**config.mk**
```make
export PLATFORM = sky130hd
export DESIGN_NAME = plc_tree
export DESIGN_NICKNAME = d
export VERILOG_FILES = /design/src/rtl/assert_macros.svh /design/src/rtl/plc_pkg.sv /design/src/rtl/plc_tree.sv
export SDC_FILE = /design/constraint.sdc
export NUM_CORES = 2
export LEC_CHECK = 0
export ABC_AREA = 1
export ABC_CLOCK_PERIOD_IN_PS = 1030
export BUFFER_PORTS_ARGS = -buffer_cell sky130_fd_sc_hd__buf_2
export CORE_UTILIZATION = 30
export CTS_CLUSTER_DIAMETER = 60
export DETAILED_ROUTE_END_ITERATION = 8
export PLACE_DENSITY = 0.52
export SETUP_SLACK_MARGIN = 0.1
export SLEW_MARGIN = 20
export SYNTH_ARGS = -nofsm -noshare
export SYNTH_HDL_FRONTEND = slang
export SYNTH_SLANG_ARGS = --single-unit
```
**constraint.sdc**
```tcl
create_clock -name i_clk -period 1.03 [get_ports i_clk]
set_input_delay 0.206 -clock i_clk [delete_from_list [all_inputs] [get_ports i_clk]]
set_output_delay 0.206 -clock i_clk [all_outputs]
set_load 0.05 [all_outputs]
```
**src/rtl/assert_macros.svh**
```systemverilog
// ----------------------------------------------------------------------------
// Assertion macros
// Shared concurrent assertion wrappers for the positional list store.
// ----------------------------------------------------------------------------
`ifndef ASSERT_MACROS_SVH
`define ASSERT_MACROS_SVH

`ifndef SYNTHESIS

// Property checked at every rising edge outside reset.
`define PLC_ASSERT(lbl, clk, rst_n, prop) \
    lbl: assert property (@(posedge clk) disable iff (!rst_n) prop) \
        else $error("%m: assertion failed");

// Condition that must never be seen outside reset.
`define PLC_NEVER(lbl, clk, rst_n, cond) \
    lbl: assert property (@(posedge clk) disable iff (!rst_n) !(cond)) \
        else $error("%m: forbidden condition seen");

`else

`define PLC_ASSERT(lbl, clk, rst_n, prop)
`define PLC_NEVER(lbl, clk, rst_n, cond)

`endif

`endif

```
**src/rtl/plc_pkg.sv**
```systemverilog
// ----------------------------------------------------------------------------
// plc_pkg
// Sizes, request codes and shared types of the positional list store.
// ----------------------------------------------------------------------------
package plc_pkg;

    localparam int CAPACITY     = 128;
    localparam int ELEMENT_BITS = 8;

    localparam int IDX_W    = (CAPACITY > 1) ? $clog2(CAPACITY) : 1;
    localparam int CNT_W    = $clog2(CAPACITY + 1);
    localparam int NLEAF    = 1 << IDX_W;
    localparam int TREE_LAT = IDX_W + 1;
    localparam int WAIT_W   = $clog2(TREE_LAT + 1);
    localparam int CMP_W    = ((CNT_W > 8) ? CNT_W : 8) + 1;

    localparam logic [1:0] KIND_INSERT = 2'd0;
    localparam logic [1:0] KIND_DELETE = 2'd1;
    localparam logic [1:0] KIND_READ   = 2'd2;
    localparam logic [1:0] KIND_FIND   = 2'd3;

    typedef logic [ELEMENT_BITS-1:0] t_elem;
    typedef logic [IDX_W-1:0]        t_idx;
    typedef logic [CNT_W-1:0]        t_cnt;

    // Shift command broadcast to every cell.
    typedef struct packed {
        logic  ins;
        logic  del;
        t_idx  slot;
        t_elem value;
    } t_shift_ctrl;

    // Match command broadcast to every cell.
    typedef struct packed {
        logic  rd;
        logic  fnd;
        t_idx  slot;
        t_elem key;
        t_cnt  count;
    } t_search_ctrl;

    // One node of the reduction tree.
    typedef struct packed {
        logic  hit;
        t_idx  idx;
        t_elem data;
    } t_node;

endpackage

```
**src/rtl/plc_tree.sv**
```systemverilog
// ----------------------------------------------------------------------------
// plc_tree
// Registered binary tree that picks the lowest-indexed flagged cell.
// ----------------------------------------------------------------------------
module plc_tree
    import plc_pkg::*;
(
    input  logic  i_clk,
    input  logic  i_hit  [CAPACITY],
    input  t_elem i_data [CAPACITY],
    output t_node o_root
);

    // Heap order: node k has children 2k and 2k+1, leaves from NLEAF up.
    t_node r_heap [1:2*NLEAF-1];

    function automatic t_node pick(input t_node lo, input t_node hi);
        t_node res;
        res = hi;
        if (lo.hit) begin
            res = lo;
        end
        return res;
    endfunction

    for (genvar k = 0; k < NLEAF; k++) begin : g_leaf
        if (k < CAPACITY) begin : g_real
            always_ff @(posedge i_clk) begin
                r_heap[NLEAF+k] <= '{hit: i_hit[k], idx: t_idx'(k), data: i_data[k]};
            end
        end else begin : g_pad
            always_ff @(posedge i_clk) begin
                r_heap[NLEAF+k] <= '{hit: 1'b0, idx: t_idx'(k), data: '0};
            end
        end
    end

    for (genvar k = 1; k < NLEAF; k++) begin : g_node
        always_ff @(posedge i_clk) begin
            r_heap[k] <= pick(r_heap[2*k], r_heap[2*k+1]);
        end
    end

    assign o_root = r_heap[1];

endmodule

```
==> results of run 1 <==
==> logic make-up after synthesis <==
group | count (synthesis) | share of synthesized area (%)
flip-flops | 2542 | 77.4
buffers and inverters | 285 | 1.94
AND/OR/NAND/NOR | 3535 | 20.7
==> Yosys cell counts (all sizes together) <==
cell type and count:
or2 127, nand2 3408, inv 95, clkinv 32
buf 158, dfxtp 2542
==> metrics by stage <==
stage	utilization (%)	instances	instance area, µm²
after floorplan	-	6362	65800
after detailed placement	34.8	10400	75600
after global placement	34.8	10400	75600
==> metrics.csv, run 1 <==
stage,metric,value,unit
status,outcome,did not finish,
status,stop_stage,clock tree synthesis,
status,tool.error,[ERROR RSZ-0060] Max buffer count reached.,
placed_design,port_buffers,1168,
yosys,synth.area.top_cells,"dfxtp_1, nand2_1, or2_2, buf_2, inv_2",
placed_design,gp_congestion,0.898,
die,die_y,470,µm
clocking,clockRootBuffer,clkbuf_16,
yosys,netlist_instances,6362,
clocking,holdBufCountCts,2173,
yosys,ys_seq_area_share,77.4,%
yosys,yosysWarnings,0,
placed_design,dp_slack,-0.132,ns
clocking,clock-sinks,2542,
yosys,syn-cell-area,65800,µm²
clocking,cts_buffers,290,
yosys,synth_nets,7515,
yosys,ys_types,9,
die,die_w,470,µm
die,rows,171,
yosys,synth_top_area_share,77.4,%
clocking,post-cts-setup-buffers,3,
yosys,syn_area_per_cell,10.3,µm²
placed_design,hpwl,155,mm
yosys,yosysTopAreaCell,dfxtp_1,
clocking,cts_resized,154,
die,ios,1169,
die,start_util,30.2,%
clocking,cts_max_level,5,
yosys,ys_ff_latch,2542,
clocking,clock_path_buffers,4,
==> inputs of run 2 (changes only) <==
--- a/config.mk
+++ b/config.mk
@@ -8,11 +8,9 @@
 export ABC_AREA = 1
 export ABC_CLOCK_PERIOD_IN_PS = 1030
 export BUFFER_PORTS_ARGS = -buffer_cell sky130_fd_sc_hd__buf_2
-export CORE_UTILIZATION = 30
-export CTS_CLUSTER_DIAMETER = 60
+export CORE_UTILIZATION = 20
 export DETAILED_ROUTE_END_ITERATION = 8
-export PLACE_DENSITY = 0.52
-export SETUP_SLACK_MARGIN = 0.1
+export PLACE_DENSITY_LB_ADDON = 0.15
 export SLEW_MARGIN = 20
 export SYNTH_ARGS = -nofsm -noshare
 export SYNTH_HDL_FRONTEND = slang
==> run 2 against run 1 <==
  * The flow now finishes, with violations (negative setup slack)
  * Synthesized area unchanged
  * Synthesized cell count unchanged
==> metrics.csv, run 2 <==
stage,metric,value,unit,change
hold_path,worst_hold_path_type,input port to register,,
timing,finClkSkew,0.0347,ns,
critical_path,cp_num_cells,1,,
power,sw_frac_of_total,22.7,%,
hold_path,worstHoldStart,i_data[340],,
yosys,ys_ff_latch,2542,,unchanged
drt,dr.pass1.iters,5,,
critical_path,reg2reg_from,r_heap[22][15],,
yosys,yosysTopAreaCell,dfxtp_1,,
critical_path,crit_fanout,1,,
power,p_per_area,2060,nW/µm²,
die,rows,210,,+23%
grt,grt_max_degree,16,,
status,outcome,finished with violations,,
grt,grt_overflow,0,,
yosys,synth_ff_type,dfxtp_1,,
cells_and_area,largest_reg_flops,2542,,
placed_design,dp_slack,-0.304,ns,-0.172 ns
drt,vias_per_cell,3.56,,
drt,vias,52700,,
timing,setup_slack,-0.533,ns,
yosys,ys_async_sr_fraction,0,%,unchanged
yosys,netlist_instances,6362,,unchanged
critical_path,worstPathRequired,0.82,ns,
critical_path,crit_start,r_heap[1][6],,
die,ios,1169,,unchanged
die,die_y,575,µm,+22%
yosys,synth_top_area_share,77.4,%,unchanged
timing,tightest_slew,0.532,ns,
yosys,synth_nets,7515,,unchanged
timing,max-slew-margin-rel,64.5,%,
power,ir_worst_vdd,1190,µV,
placed_design,gp_congestion,0.823,,-8.3%
clocking,clockRootBuffer,clkbuf_16,,
yosys,synth.area.top_cells,"dfxtp_1, nand2_1, or2_2, buf_2, inv_2",,
critical_path,endpoint,o_root[6],,
timing,finalCriticalPeriod,1.56,ns,
critical_path,crit_buf_inv,1,,
drt,drc,0,,
cells_and_area,final-seq-area,50900,µm²,
timing,grt_setup_unrepaired,yes,,
yosys,synthTopCellsByCount,"nand2_1, dfxtp_1, buf_2, or2_2, inv_2",,
placed_design,placedCellCount,11900,,+15%
cells_and_area,final_cells,14800,,
timing,slew_viol_final,0,,
status,violations,negative setup slack,,
clocking,insertion_delay,0.88,ns,
cells_and_area,final_cell_mix,"nand2_1, dfxtp_1, dlygate4sd3_1, buf_2, clkbuf_16",,
critical_path,cp.arrival,1.36,ns,
power,power_leakage,0.0521,µW,
cells_and_area,top_regs,r_heap (2542),,
grt,grt_pass1_vias,58000,,
critical_path,startpoint_type,register,,
placed_design,port_buffers,1168,,unchanged
drt,drt_iter0_drc,2057,,
clocking,clock-sinks,2542,,unchanged
die,die_w,575,µm,+22%
clocking,clk_pin_slew,0.05,ns,
timing,hold_violations,0,,
clocking,clock_path_buffers,4,,unchanged
yosys,ys_seq_area_share,77.4,%,unchanged
cells_and_area,regMostFlops,r_heap,,
yosys,syn-cell-area,65800,µm²,unchanged
cells_and_area,drive_gt1_share,20.4,%,
cells_and_area,area_growth,69.2,%,
critical_path,worstReg2RegEnd,r_heap[11][5],,
grt,antenna_found_initial,96,,
yosys,yosysWarnings,0,,unchanged
critical_path,worstPathCellList,buf_12,,
timing,finalSetupViolCount,16,,
drt,wirelength,241,mm,
critical_path,cpMaxStageDelayCell,dfxtp_4,,
cells_and_area,multi_input_area,13600,µm²,
power,p_int,177000,µW,
die,start_util,20.1,%,-10 points
die,coreArea,327000,µm²,
yosys,synth_most_common_cell,nand2_1,,
cells_and_area,n_fill_cell,32800,,
clocking,cts_buffers,291,,+0.34%
power,seqPwrFrac,47.3,%,
cells_and_area,finalNetCount,11300,,
yosys,syn_area_per_cell,10.3,µm²,unchanged
power,combPwrFrac,7.3,%,
critical_path,ff2ff_path_depth,4,,
cells_and_area,final_common_cell,nand2_1,,
grt,grt.total_usage,14.2,%,
yosys,synth_edf_count,0,,unchanged
power,p_sw,52100,µW,
grt,grt_first_pass_wirelength,355,mm,
power,p_clk_share,45.4,%,
die,dieArea,331000,µm²,
clocking,tritoncts,done,,
critical_path,end_kind,primary output,,
critical_path,critical-path-top-delay-family,flip-flops,,
flow_run,cap_violations,0,,
critical_path,max_stage_delay,0.36,ns,
timing,post-route-period-util,152,%,
critical_path,regToRegSetupSlack,0.05,ns,
clocking,cts_max_level,5,,unchanged
timing,tns,-8.27,ns,
yosys,ys_types,9,,unchanged
timing,fmax,0.640,GHz,
placed_design,hpwl,177,mm,+14%
critical_path,path_class,register to primary output,,
drt,drtAntennaViolNets,0,,
drt,wire_per_inst,16.3,µm,
-- run 2: cell counts after synthesis --
Identical to the previous run, type by type.
-- run 2: cells by family after synthesis --
| family | synth area share, % |
|---|---|
| buffers and inverters | 1.94 |
| flip-flops | 77.4 |
| AND/OR/NAND/NOR | 20.7 |
-- run 2: power groups by stage --
stage / Combinational (µW) / Clock (µW) / Sequential [µW]
CTS: 16800 / 107000 / 109000
finish: 16700 / 104000 / 109000
global placement: 9840 / 0 / 111000
global route: 18400 / 111000 / 109000
detailed placement: 9800 / 0 / 111000
floorplan: 4250 / 0 / 109000
-- run 2: final cells by class --
cell class,instances,share of cell area (%)
multi-input combinational,3535,12.2
clock inverter,106,1.17
tap,4346,4.89
timing repair buffer,3686,27.7
inverter,127,0.498
clock buffer,412,7.57
sequential,2542,45.8
antenna,64,0.144
timing repair inverter,6,0.0337
-- run 2: timing repair --
item                                     CTS  global route
gates resized for setup                   41            45
hold buffers                            2284             0
endpoints found under the hold margin   1152             0
setup buffers                              0            19
gates cloned                               0             6
endpoints found under the setup margin    76           209
-- run 2: worst min path at each step --
stage	slack [ns]	endpoint	cells past startpoint
2_1_floorplan	0.23	r_heap[128][0]	0
3_3_place_gp	0.31	r_heap[130][7]	1
3_5_place_dp	0.31	r_heap[188][5]	1
4_1_cts	0.002	r_heap[213][4]	2
5_1_grt	0.03	r_heap[213][4]	2
6_report	0.08	r_heap[213][4]	2
-- run 2: layer usage --
| metal | vias up | share of wire, % | global-route usage [%] |
|---|---|---|---|
| met3 | 471 | 4.6 | 2.52 |
| met5 | - | 0.078 | 0 |
| met4 | 28 | 3.4 | 5.26 |
| met1 | 24000 | 44 | 17.7 |
| li1 | 26900 | - | - |
| met2 | 1284 | 48 | 24.5 |
-- run 2: metrics by stage --
stage	util, %	power (µW)	cell area [µm²]	hold slack, ns
5_1_grt	34.0	239000	111000	0.0304
6_report	34.0	229000	111000	0.0845
3_5_place_dp	23.9	121000	78200	0.310
4_1_cts	33.9	233000	111000	0.00222
3_3_place_gp	23.9	121000	78200	0.309
2_1_floorplan	-	113000	65800	0.234
Note: power is estimated with default switching activity, not from simulation.
