## src/rtl/assert_macros.svh

```systemverilog
// ----------------------------------------------------------------------------
// Assertion macros
// Shared concurrent assertion wrappers for the positional list store.
// ----------------------------------------------------------------------------
`ifndef ASSERT_MACROS_SVH
`define ASSERT_MACROS_SVH

`ifndef SYNTHESIS

// Property checked at every rising edge outside reset.
`define PLC_ASSERT(lbl, clk, rst_n, prop) \
    lbl: assert property (@(posedge clk) disable iff (!rst_n) prop) \
        else $error("%m: assertion failed");

// Condition that must never be seen outside reset.
`define PLC_NEVER(lbl, clk, rst_n, cond) \
    lbl: assert property (@(posedge clk) disable iff (!rst_n) !(cond)) \
        else $error("%m: forbidden condition seen");

`else

`define PLC_ASSERT(lbl, clk, rst_n, prop)
`define PLC_NEVER(lbl, clk, rst_n, cond)

`endif

`endif

```

## src/rtl/plc_pkg.sv

```systemverilog
// ----------------------------------------------------------------------------
// plc_pkg
// Sizes, request codes and shared types of the positional list store.
// ----------------------------------------------------------------------------
package plc_pkg;

    localparam int CAPACITY     = 128;
    localparam int ELEMENT_BITS = 8;

    localparam int IDX_W    = (CAPACITY > 1) ? $clog2(CAPACITY) : 1;
    localparam int CNT_W    = $clog2(CAPACITY + 1);
    localparam int NLEAF    = 1 << IDX_W;
    localparam int TREE_LAT = IDX_W + 1;
    localparam int WAIT_W   = $clog2(TREE_LAT + 1);
    localparam int CMP_W    = ((CNT_W > 8) ? CNT_W : 8) + 1;

    localparam logic [1:0] KIND_INSERT = 2'd0;
    localparam logic [1:0] KIND_DELETE = 2'd1;
    localparam logic [1:0] KIND_READ   = 2'd2;
    localparam logic [1:0] KIND_FIND   = 2'd3;

    typedef logic [ELEMENT_BITS-1:0] t_elem;
    typedef logic [IDX_W-1:0]        t_idx;
    typedef logic [CNT_W-1:0]        t_cnt;

    // Shift command broadcast to every cell.
    typedef struct packed {
        logic  ins;
        logic  del;
        t_idx  slot;
        t_elem value;
    } t_shift_ctrl;

    // Match command broadcast to every cell.
    typedef struct packed {
        logic  rd;
        logic  fnd;
        t_idx  slot;
        t_elem key;
        t_cnt  count;
    } t_search_ctrl;

    // One node of the reduction tree.
    typedef struct packed {
        logic  hit;
        t_idx  idx;
        t_elem data;
    } t_node;

endpackage

```

## src/rtl/plc_cell.sv

```systemverilog
// ----------------------------------------------------------------------------
// plc_cell
// One list slot: holds an element, shifts with its neighbours, flags a match.
// ----------------------------------------------------------------------------
module plc_cell
    import plc_pkg::*;
(
    input  logic         i_clk,
    input  t_idx         i_index,
    input  t_shift_ctrl  i_shift,
    input  t_search_ctrl i_search,
    input  t_elem        i_prev,
    input  t_elem        i_next,
    output t_elem        o_value,
    output logic         o_hit
);

    t_elem r_value;
    t_elem n_value;

    always_comb begin
        n_value = r_value;
        if (i_shift.ins) begin
            if (i_index == i_shift.slot) begin
                n_value = i_shift.value;
            end else if (i_index > i_shift.slot) begin
                n_value = i_prev;
            end
        end else if (i_shift.del && (i_index >= i_shift.slot)) begin
            n_value = i_next;
        end
    end

    always_ff @(posedge i_clk) begin
        r_value <= n_value;
    end

    assign o_value = r_value;
    assign o_hit   = (i_search.rd && (i_index == i_search.slot))
                  || (i_search.fnd && (r_value == i_search.key)
                      && (CNT_W'(i_index) < i_search.count));

endmodule

```

## config.mk

```make
export PLATFORM = sky130hd
export DESIGN_NAME = plc_cell
export DESIGN_NICKNAME = d
export VERILOG_FILES = /design/src/rtl/assert_macros.svh /design/src/rtl/plc_pkg.sv /design/src/rtl/plc_cell.sv
export SDC_FILE = /design/constraint.sdc
export NUM_CORES = 1
export LEC_CHECK = 0
export ABC_AREA = 1
export BUFFER_PORTS_ARGS = -buffer_cell sky130_fd_sc_hd__buf_2
export CELL_PAD_IN_SITES_DETAIL_PLACEMENT = 1
export CELL_PAD_IN_SITES_GLOBAL_PLACEMENT = 2
export CORE_UTILIZATION = 19
export DETAILED_ROUTE_END_ITERATION = 12
export GPL_TIMING_DRIVEN = 0
export HOLD_SLACK_MARGIN = 0.1
export PLACE_DENSITY = 0.84
export REMOVE_ABC_BUFFERS = 1
export SKIP_LAST_GASP = 1
export SLEW_MARGIN = 10
export SYNTH_ARGS = -nofsm -noshare
export SYNTH_HDL_FRONTEND = slang
export SYNTH_SLANG_ARGS = --single-unit
```

## constraint.sdc

```tcl
create_clock -name i_clk -period 1.65 [get_ports i_clk]
set_input_delay 0.0825 -clock i_clk [delete_from_list [all_inputs] [get_ports i_clk]]
set_output_delay 0.0825 -clock i_clk [all_outputs]
set_load 0.01 [all_outputs]
```

==> results of run 1 <==
## through the flow
| stage | instances | setup WS [ns] | util, % |
|---|---|---|---|
| after global placement | 303 | -0.141 | 28.8 |
| after detailed placement | 303 | -0.139 | 28.8 |
| final | 306 | 0.228 | 29.7 |
| after global routing | 306 | 0.101 | 29.7 |
| after floorplan | 159 | 0.184 | - |
| after CTS | 306 | 0.0981 | 29.6 |
## worst max-delay path: stages
cell and delay, ns:
buf_2 0.12, ha_1 0.29, nand2_1 0.09, nor2_4 0.24, nand2_4 0.14, o211ai_2 0.10, nor2_2 0.07, nor2_4 0.19
## cell type report
cell class                      instances  area (µm²)  share of cell area [%]
Multi-Input combinational cell        119         696                    44.7
Timing Repair Buffer                   74         370                    23.8
Clock buffer                            3        41.3                    2.65
Tap cell                               70        87.6                    5.63
Sequential cell                         8         240                    15.4
Inverter                               32         120                    7.72
## worst max path at each step
stage                 end  slack (ns)  cells past startpoint
2_1_floorplan  o_value[0]        0.18                      8
3_3_place_gp   o_value[2]       -0.14                      8
3_5_place_dp   o_value[2]       -0.14                      8
4_1_cts        o_value[6]         0.1                      8
5_1_grt        o_value[6]        0.10                      8
6_report       o_value[6]        0.23                      8
## power groups by stage
stage	registers (mW)	clock network, mW	logic, mW
final	0.286	0.221	0.336
after global routing	0.293	0.235	0.388
after CTS	0.287	0.227	0.343
after detailed placement	0.290	0	0.342
after global placement	0.289	0	0.335
after floorplan	0.301	0	0.168
## per-layer routing
| layer | vias to the layer above | share of wire [%] |
|---|---|---|
| met5 | - | 0 |
| met4 | 0 | 2.2 |
| met3 | 6 | 5.0 |
| met2 | 37 | 49 |
| met1 | 530 | 44 |
| li1 | 667 | - |
## cell usage after synthesis
| cell type | count |
|---|---|
| nand2_1 | 42 |
| inv_1 | 32 |
| nor2_1 | 19 |
| ha_1 | 13 |
| nand3_1 | 9 |
| a31oi_1 | 8 |
| edfxtp_1 | 8 |
| o21ai_0 | 6 |
| a21oi_1 | 4 |
| nor3_1 | 3 |
| buf_2 | 2 |
| nand2_4 | 2 |
| nor2_2 | 2 |
| xnor2_1 | 2 |
| xor2_1 | 2 |
| and2_1 | 1 |
| and3_1 | 1 |
| nand2_2 | 1 |
| nor2_4 | 1 |
| nor2_8 | 1 |
| o211ai_2 | 1 |
| o22ai_1 | 1 |
## cells by family (layout without fill, tap and decap cells)
kind of cell,after synthesis,after routing,synth area share (%)
AO/OA/AOI/OAI,20,20,11.2
XOR/XNOR,4,4,3.30
adder cells (fa/ha/maj),13,13,15.3
buffers and inverters,34,109,12.3
flip-flops,8,8,22.6
AND/OR/NAND/NOR,82,82,35.3
## what timing repair did
item | 4_1_cts | 5_1_grt
setup endpoints to repair | 0 | 8
resized for setup | 0 | 1
endpoints found under the hold margin | 0 | 0
==> metrics, run 1 <==
status finished, final reports clean; Root Driver clkbuf_8; CP endpoint kind register; Req. time, crit path 1.56 ns; Routed Wire Length 3140 µm; Hold Path Origin i_next[6]; WS Path Type input pin to register; largest net degree at the start of global routing 18; hold depth 3; combinational share of power 39.8%; design area 1560 µm²; Worst setup startpoint i_index[2]; total power 0.843 mW; synthesized area per cell 6.59 µm²; met1 Track Usage GR 12.8%; final slew viol count 0; Tot GR Track Use 11.2%; chip height 76.7 µm; worst vdd ir 0.000164 V; TritonRoute pass-1 iters 4; CTS max path bufs 2; Period minus WS final 1.42 ns; Layout Nets 317; initial antenna violation count 0; via count 1,240; hold crit path type input pin to register; Clock Sinks 8; number of fill cells in the layout 694; Yosys warnings 0; Clock Pin Slew Worst Setup and Hold Paths 0.04 ns; total CTS buffers 3; most common cell after layout, fill and taps aside buf_2; top cell type's share of synthesized area 22.6%; full die area 5890 µm²; gpl congestion 0.773; fraction of layout cells with a size suffix above 1 36.0%; max cap viols 0; final setup vio count 0; Post-DP HPWL 2820 µm; global-route wire length before repair 5220 µm; NetSw 0.268 mW; setup tns final 0 ns; Clock Power Share 26.2%; number of global-route vias before repair 1,226; Worst Max-Slew Pin Slew 0.280 ns; Tcrit/Tclk final 86.2%; P per Cell Area 542 nW/µm²; Net Sw Frac 31.8%; port bufs 74; gr ovfl total 0; TritonCTS clock tree yes; number of flip-flops in the largest register 8; Mapped Cells 161; flops & latches, synth 8; Chip Width 76.7 µm; Avg WL per Cell 10.3 µm; Synth Cell Area 1060 µm²; met3 global-route usage 1.90%; Synth area leader edfxtp_1; CTS H-tree lvls 1; initial DRC count 13; Worst Hold Endpoint o_value[6]; post-route ant nets 0; top cells by area, synth edfxtp_1, ha_1, nand2_1; cts hold-fix bufs 0; internal power 0.575 mW; DRC viols 0; Leak Pwr 0.936 nW; Flop pwr share 34.0%; Synth cell types 22; final hold vios 0; fmax 0.703 GHz; number of I/O pins 75; global routing's busiest layer met2; # rows 26; core area 5240 µm²; # diodes 0; crit path DAT 1.33 ns; RSZ-0062 raised after global routing no; # Post-CTS Setup Buffers 0; Worst slew margin 81.3%; placed cell area 1510 µm²; most frequent cells in the layout buf_2, nand2_1, inv_1, nor2_1, ha_1; startpoint type of the worst setup path input pin; Seq/Total Area, Yosys 22.6%; via-per-instance ratio 4.05; worst hold slack 0.221 ns; Crit Path Max Fanout 9; area growth from synthesis to layout 46.6%; Starting Density 20.3%; met2 global-route usage 20.1%
Power figures use the tool's default switching activity.
==> inputs of run 2 (changes only) <==
--- a/config.mk
+++ b/config.mk
@@ -5,15 +5,15 @@
 export SDC_FILE = /design/constraint.sdc
 export NUM_CORES = 1
 export LEC_CHECK = 0
-export ABC_AREA = 1
 export BUFFER_PORTS_ARGS = -buffer_cell sky130_fd_sc_hd__buf_2
+export CAP_MARGIN = 20
 export CELL_PAD_IN_SITES_DETAIL_PLACEMENT = 1
 export CELL_PAD_IN_SITES_GLOBAL_PLACEMENT = 2
-export CORE_UTILIZATION = 19
+export CORE_UTILIZATION = 20
 export DETAILED_ROUTE_END_ITERATION = 12
 export GPL_TIMING_DRIVEN = 0
 export HOLD_SLACK_MARGIN = 0.1
-export PLACE_DENSITY = 0.84
+export PLACE_DENSITY = 0.86
 export REMOVE_ABC_BUFFERS = 1
 export SKIP_LAST_GASP = 1
 export SLEW_MARGIN = 10
==> metrics, run 2 <==
Period minus WS final 1.57 ns (+0.143 ns); # rows 24 (-7.7%); worst hold slack 0.181 ns (-0.0401 ns); synthesized area per cell 8.99 µm² (+36%); gr ovfl total 0 (unchanged); # diodes 0 (unchanged); most common cell after layout, fill and taps aside buf_2; CTS max path bufs 2 (unchanged); Req. time, crit path 1.57 ns (about the same); Synth area leader edfxtp_1; most frequent cells in the layout buf_2, inv_1, ha_1, nor2_1, a21oi_1; setup tns final 0 ns (unchanged); number of fill cells in the layout 556 (-20%); Avg WL per Cell 12.6 µm (+23%); Worst slew margin 75.2% (-6.1 points); core area 4410 µm² (-16%); RSZ-0062 raised after global routing yes; top cells by area, synth edfxtp_1, ha_1, mux2i_1; top-count cell post-synth inv_1; Seq. cell area 240 µm² (unchanged); post-route core utilization 32.3% (+2.6 points); crit path DAT 1.48 ns (+0.15 ns); CP endpoint kind output pin; Synth Cell Area 926 µm² (-13%); Critical Path Max Stage Delay 0.39 ns (+0.10 ns); status finished, final reports clean; worst vdd ir 0.000225 V (+38%); Clock Sinks 8 (unchanged); non-filler cells, final 231 (-25%); Seq/Total Area, Yosys 25.9% (+3.3 points); global-route wire length before repair 4870 µm (-6.7%); Worst Max-Slew Pin Slew 0.370 ns (+0.0899 ns); post-route ant nets 0 (unchanged); gpl congestion 0.719 (-7.0%); Routed Wire Length 2920 µm (-7.2%); largest net degree at the start of global routing 18 (unchanged); Post-DP HPWL 2590 µm (-8.1%); Layout Nets 260 (-18%); total CTS buffers 3 (unchanged); Clock Pin Slew Worst Setup and Hold Paths 0.04 ns (about the same); area growth from synthesis to layout 53.9%; Starting Density 21.0% (+0.72 points); dpl ws -0.508 ns (-0.369 ns); CTS H-tree lvls 1 (unchanged); number of global-route vias before repair 1,075 (-12%); Setup WS post-layout 0.0842 ns (-0.143 ns); CP bufs+invs 1 (unchanged); Root Driver clkbuf_8; Tcrit/Tclk final 94.9% (+8.7 points); Async SR Flop Fraction 0% (unchanged); Worst Hold Endpoint o_value[5]; Leak Pwr 0.717 nW (-23%); initial DRC count 15 (+2); crit path cell chain xor2_1, nor4_2, nand3_1, o22ai_1, buf_2; flops & latches, synth 8 (unchanged); initial antenna violation count 0 (unchanged); max cap viols 0 (unchanged); fmax 0.639 GHz (-9.2%); number of synthesized flops with an enable pin 8 (unchanged); TritonCTS clock tree yes; multi-input combinational cell area 648 µm² (-6.8%); Chip Width 70.0 µm (-8.7%); DRC viols 0 (unchanged); top cell type's share of synthesized area 25.9% (+3.3 points); number of I/O pins 75 (unchanged); TritonRoute pass-1 iters 2 (-2); fraction of layout cells with a size suffix above 1 46.4% (+10 points); final setup vio count 0 (unchanged); Yosys warnings 0 (unchanged); hold depth 3 (unchanged); Synth cell types 25 (+14%); Tot GR Track Use 12.7% (+1.5 points); most frequent cells after synthesis inv_1, ha_1, a21oi_1, nor2_1; final hold vios 0 (unchanged); full die area 4910 µm² (-17%); Mapped Cells 103 (-36%); via count 1,006 (-19%); Hold Path Origin i_next[5]; via-per-instance ratio 4.35 (+7.5%); Crit path max-delay family simple AND/OR/NAND/NOR gates; startpoint type of the worst setup path register; top_reg_cell synth edfxtp_1; number of flip-flops in the largest register 8 (unchanged); Crit Path Max Fanout 2 (-7); chip height 70.0 µm (-8.7%); final slew viol count 0 (unchanged); port bufs 74 (unchanged); WS Path Type register to output pin; placed insts 227 (-25%); P per Cell Area 573 nW/µm² (+5.7%); hold crit path type input pin to register; critical path's slowest cell edfxtp_1
==> run 2: cell types whose count changed in the layout (fill, tap and decap cells not counted), sizes merged, moves of 5 or more <==
cell,before,now
o21ai,6,0
nor2,23,11
a31oi,8,1
xnor2,2,7
mux2i,0,8
a21oi,4,10
inv,32,14
xor2,2,8
nand2,45,0
nand3,9,4
==> run 2: final cells by class <==
type,instances,share of cell area (%)
Multi-Input combinational cell,79,45.5
Inverter,14,3.69
Clock buffer,3,2.90
Tap cell,52,4.57
Timing Repair Buffer,75,26.5
Sequential cell,8,16.9
==> run 2: worst max-delay path by stage <==
| stage | depth (start not counted) | start | endpoint | slack [ns] |
|---|---|---|---|---|
| finish | 5 | o_value[5] | o_hit | 0.08 |
| global route | 5 | o_value[4] | o_hit | -0.02 |
| CTS | 7 | i_index[5] | o_hit | 0.005 |
| detailed placement | 5 | i_index[6] | o_value[2] | -0.51 |
| global placement | 5 | i_index[6] | o_value[1] | -0.51 |
| floorplan | 5 | i_shift[14] | o_value[0] | -0.13 |
==> run 2: layer usage <==
metal,track usage [%],vias to the layer above,wire length [µm]
li1,-,516,-
met1,15.1,430,1220
met2,22.3,58,1410
met3,3.17,2,269
met4,4.00,0,10
met5,0,-,0
==> run 2: cell families (layout without fill, tap and decap cells) <==
family,after synthesis,after routing,synth area share [%]
and+or+nand+nor,25,25,14.7
AOI/OAI and AO/OA,18,18,11.9
buffers and inverters,16,92,7.03
xor gates and xnor gates,15,15,14.2
adders and majority gates,13,13,17.6
muxes,8,8,8.65
DFF,8,8,25.9
==> run 2: timing repair <==
item / 4_1_cts / 5_1_grt
buffers inserted: 0 / 1
gates resized for setup: 3 / 2
hold buffers: 0 / 0
endpoints found under the setup margin: 9 / 1
pin swaps: 0 / 4
cloned: 0 / 0
==> run 2: tightest hold or removal path: stages <==
cell and delay, ns:
buf_2 0.07, nor2_1 0.03, a21oi_1 0.10
==> run 2: report_power, final <==
| group | leakage, nW | switching (mW) | total (mW) | internal (mW) |
|---|---|---|---|---|
| Sequential | 0.0771 | 0.0187 | 0.281 | 0.263 |
| Combinational | 0.618 | 0.151 | 0.307 | 0.157 |
| Clock | 0.0216 | 0.0705 | 0.228 | 0.157 |
| Total | 0.717 | 0.240 | 0.817 | 0.577 |
==> run 2: per-stage QoR <==
stage	power [mW]	cell area, µm²
3_3_place_gp	0.572	1350
3_5_place_dp	0.580	1350
4_1_cts	0.819	1410
5_1_grt	0.881	1430
2_1_floorplan	0.424	913
6_report	0.817	1430
==> inputs of run 3 (changes only) <==
--- a/config.mk
+++ b/config.mk
@@ -7,7 +7,7 @@
 export LEC_CHECK = 0
 export BUFFER_PORTS_ARGS = -buffer_cell sky130_fd_sc_hd__buf_2
 export CAP_MARGIN = 20
-export CELL_PAD_IN_SITES_DETAIL_PLACEMENT = 1
+export CELL_PAD_IN_SITES_DETAIL_PLACEMENT = 2
 export CELL_PAD_IN_SITES_GLOBAL_PLACEMENT = 2
 export CORE_UTILIZATION = 20
 export DETAILED_ROUTE_END_ITERATION = 12
==> metrics, run 3 (synthesized netlist as in run 2, its figures left out) <==
DRC viols 0 (unchanged); initial DRC count 4 (-11); total power 0.821 mW (+0.47%); Tot GR Track Use 13.6% (+0.88 points); TritonRoute pass-1 iters 4 (+2); core area 4410 µm² (unchanged); CP endpoint kind output pin; # rows 24 (unchanged); Crit Path Max Fanout 2 (unchanged); P per Cell Area 571 nW/µm² (-0.41%); number of global-route vias before repair 1,127 (+4.8%); critical path's slowest cell a2111oi_2; crit path cell chain buf_2, inv_1, ha_4, a21o_1, a2111oi_2, nand3_1, o22ai_1, buf_2; crit path DAT 1.48 ns (about the same); chip height 70.0 µm (unchanged); Tcrit/Tclk final 94.9% (about the same); gpl congestion 0.719 (unchanged); Clock Sinks 8 (unchanged); initial antenna violation count 0 (unchanged); final slew viol count 0 (unchanged); non-filler cells, final 231 (unchanged); post-route ant nets 0 (unchanged); global-route wire length before repair 5180 µm (+6.2%); most frequent cells in the layout buf_2, inv_1, ha_1, nor2_1, a21oi_1; via-per-instance ratio 4.52 (+3.9%); number of fill cells in the layout 529 (-4.9%); Worst Max-Slew Pin Slew 0.377 ns (+0.00674 ns); hold depth 3 (unchanged); CTS max path bufs 2 (unchanged); Routed Wire Length 3280 µm (+13%); full die area 4910 µm² (unchanged); # diodes 0 (unchanged); hold crit path type input pin to register; Crit path top cell by count buf_2; Avg WL per Cell 14.2 µm (+13%); port bufs 74 (unchanged); final hold vios 0 (unchanged); placed insts 227 (unchanged); Period minus WS final 1.57 ns (-0.000398 ns); WS Path Type input pin to output pin; Critical Path Max Stage Delay 0.37 ns (-0.02 ns); Worst slew margin 74.8% (-0.45 points); CTS H-tree lvls 1 (unchanged); status finished, final reports clean; RSZ-0062 raised after global routing yes; number of flip-flops in the largest register 8 (unchanged); Post-DP HPWL 2830 µm (+9.3%); startpoint type of the worst setup path input pin; fmax 0.639 GHz (about the same); Req. time, crit path 1.57 ns (about the same); worst vdd ir 0.000227 V (+0.90%); Chip Width 70.0 µm (unchanged); Root Driver clkbuf_8; TritonCTS clock tree yes; gr ovfl total 0 (unchanged); final setup vio count 0 (unchanged); max cap viols 0 (unchanged); total CTS buffers 3 (unchanged); Clock Pin Slew Worst Setup and Hold Paths 0.04 ns (about the same); area growth from synthesis to layout 55.3%; via count 1,045 (+3.9%); Starting Density 21.0% (unchanged); fraction of layout cells with a size suffix above 1 46.9% (+0.56 points); most common cell after layout, fill and taps aside buf_2; number of I/O pins 75 (unchanged); cts hold-fix bufs 0 (unchanged); largest net degree at the start of global routing 18 (unchanged); Leak Pwr 0.717 nW (about the same); Layout Nets 260 (unchanged)
-- run 3: layout make-up --
class / count / area [µm²] / share of cell area [%]
Clock buffer: 3 / 41.3 / 2.87
Inverter: 14 / 52.6 / 3.66
Multi-Input combinational cell: 79 / 661 / 46.0
Sequential cell: 8 / 240 / 16.7
Tap cell: 52 / 65.1 / 4.53
Timing Repair Buffer: 75 / 378 / 26.3
-- run 3: per-stage QoR --
step / hold WS (ns) / TNS, ns / worst slack (ns) / utilization (%) / cell area, µm²
2_1_floorplan: 0.290 / -1.01 / -0.127 / - / 913
3_3_place_gp: 0.405 / -4.38 / -0.513 / 30.6 / 1350
3_5_place_dp: 0.414 / -4.38 / -0.524 / 30.6 / 1350
4_1_cts: 0.185 / 0 / 0.0121 / 32.0 / 1410
5_1_grt: 0.207 / -0.0475 / -0.0475 / 32.6 / 1440
6_report: 0.194 / 0 / 0.0846 / 32.6 / 1440
-- run 3: path summary, 6_finish.rpt --
kind / from / to / slack, ns
max: i_search[5] / o_hit / 0.08
min: i_next[2] / o_value[2] / 0.19
-- run 3: where the power goes --
part | switching [mW] | total (mW) | internal, mW
combinational | 0.157 | 0.316 | 0.159
clock | 0.0661 | 0.223 | 0.157
sequential | 0.0184 | 0.281 | 0.263
-- run 3: worst max-delay path: cells and delay by family --
kind | cells | cell delay, ns
AND/OR/NAND/NOR | 1 | 0.15
buffers and inverters | 3 | 0.34
AO/OA/AOI/OAI | 3 | 0.71
adder cells (fa/ha/maj) | 1 | 0.21
-- run 3: metal layers --
layer	routed length, µm	GRT usage [%]
met5	0	0
met4	27	4.00
met3	276	2.16
met2	1660	25.4
met1	1320	15.8
-- run 3: repair_timing --
item / CTS / global route
pin swaps: 0 / 3
resized for setup: 4 / 2
buffers inserted: 0 / 1
setup endpoints to repair: 9 / 1
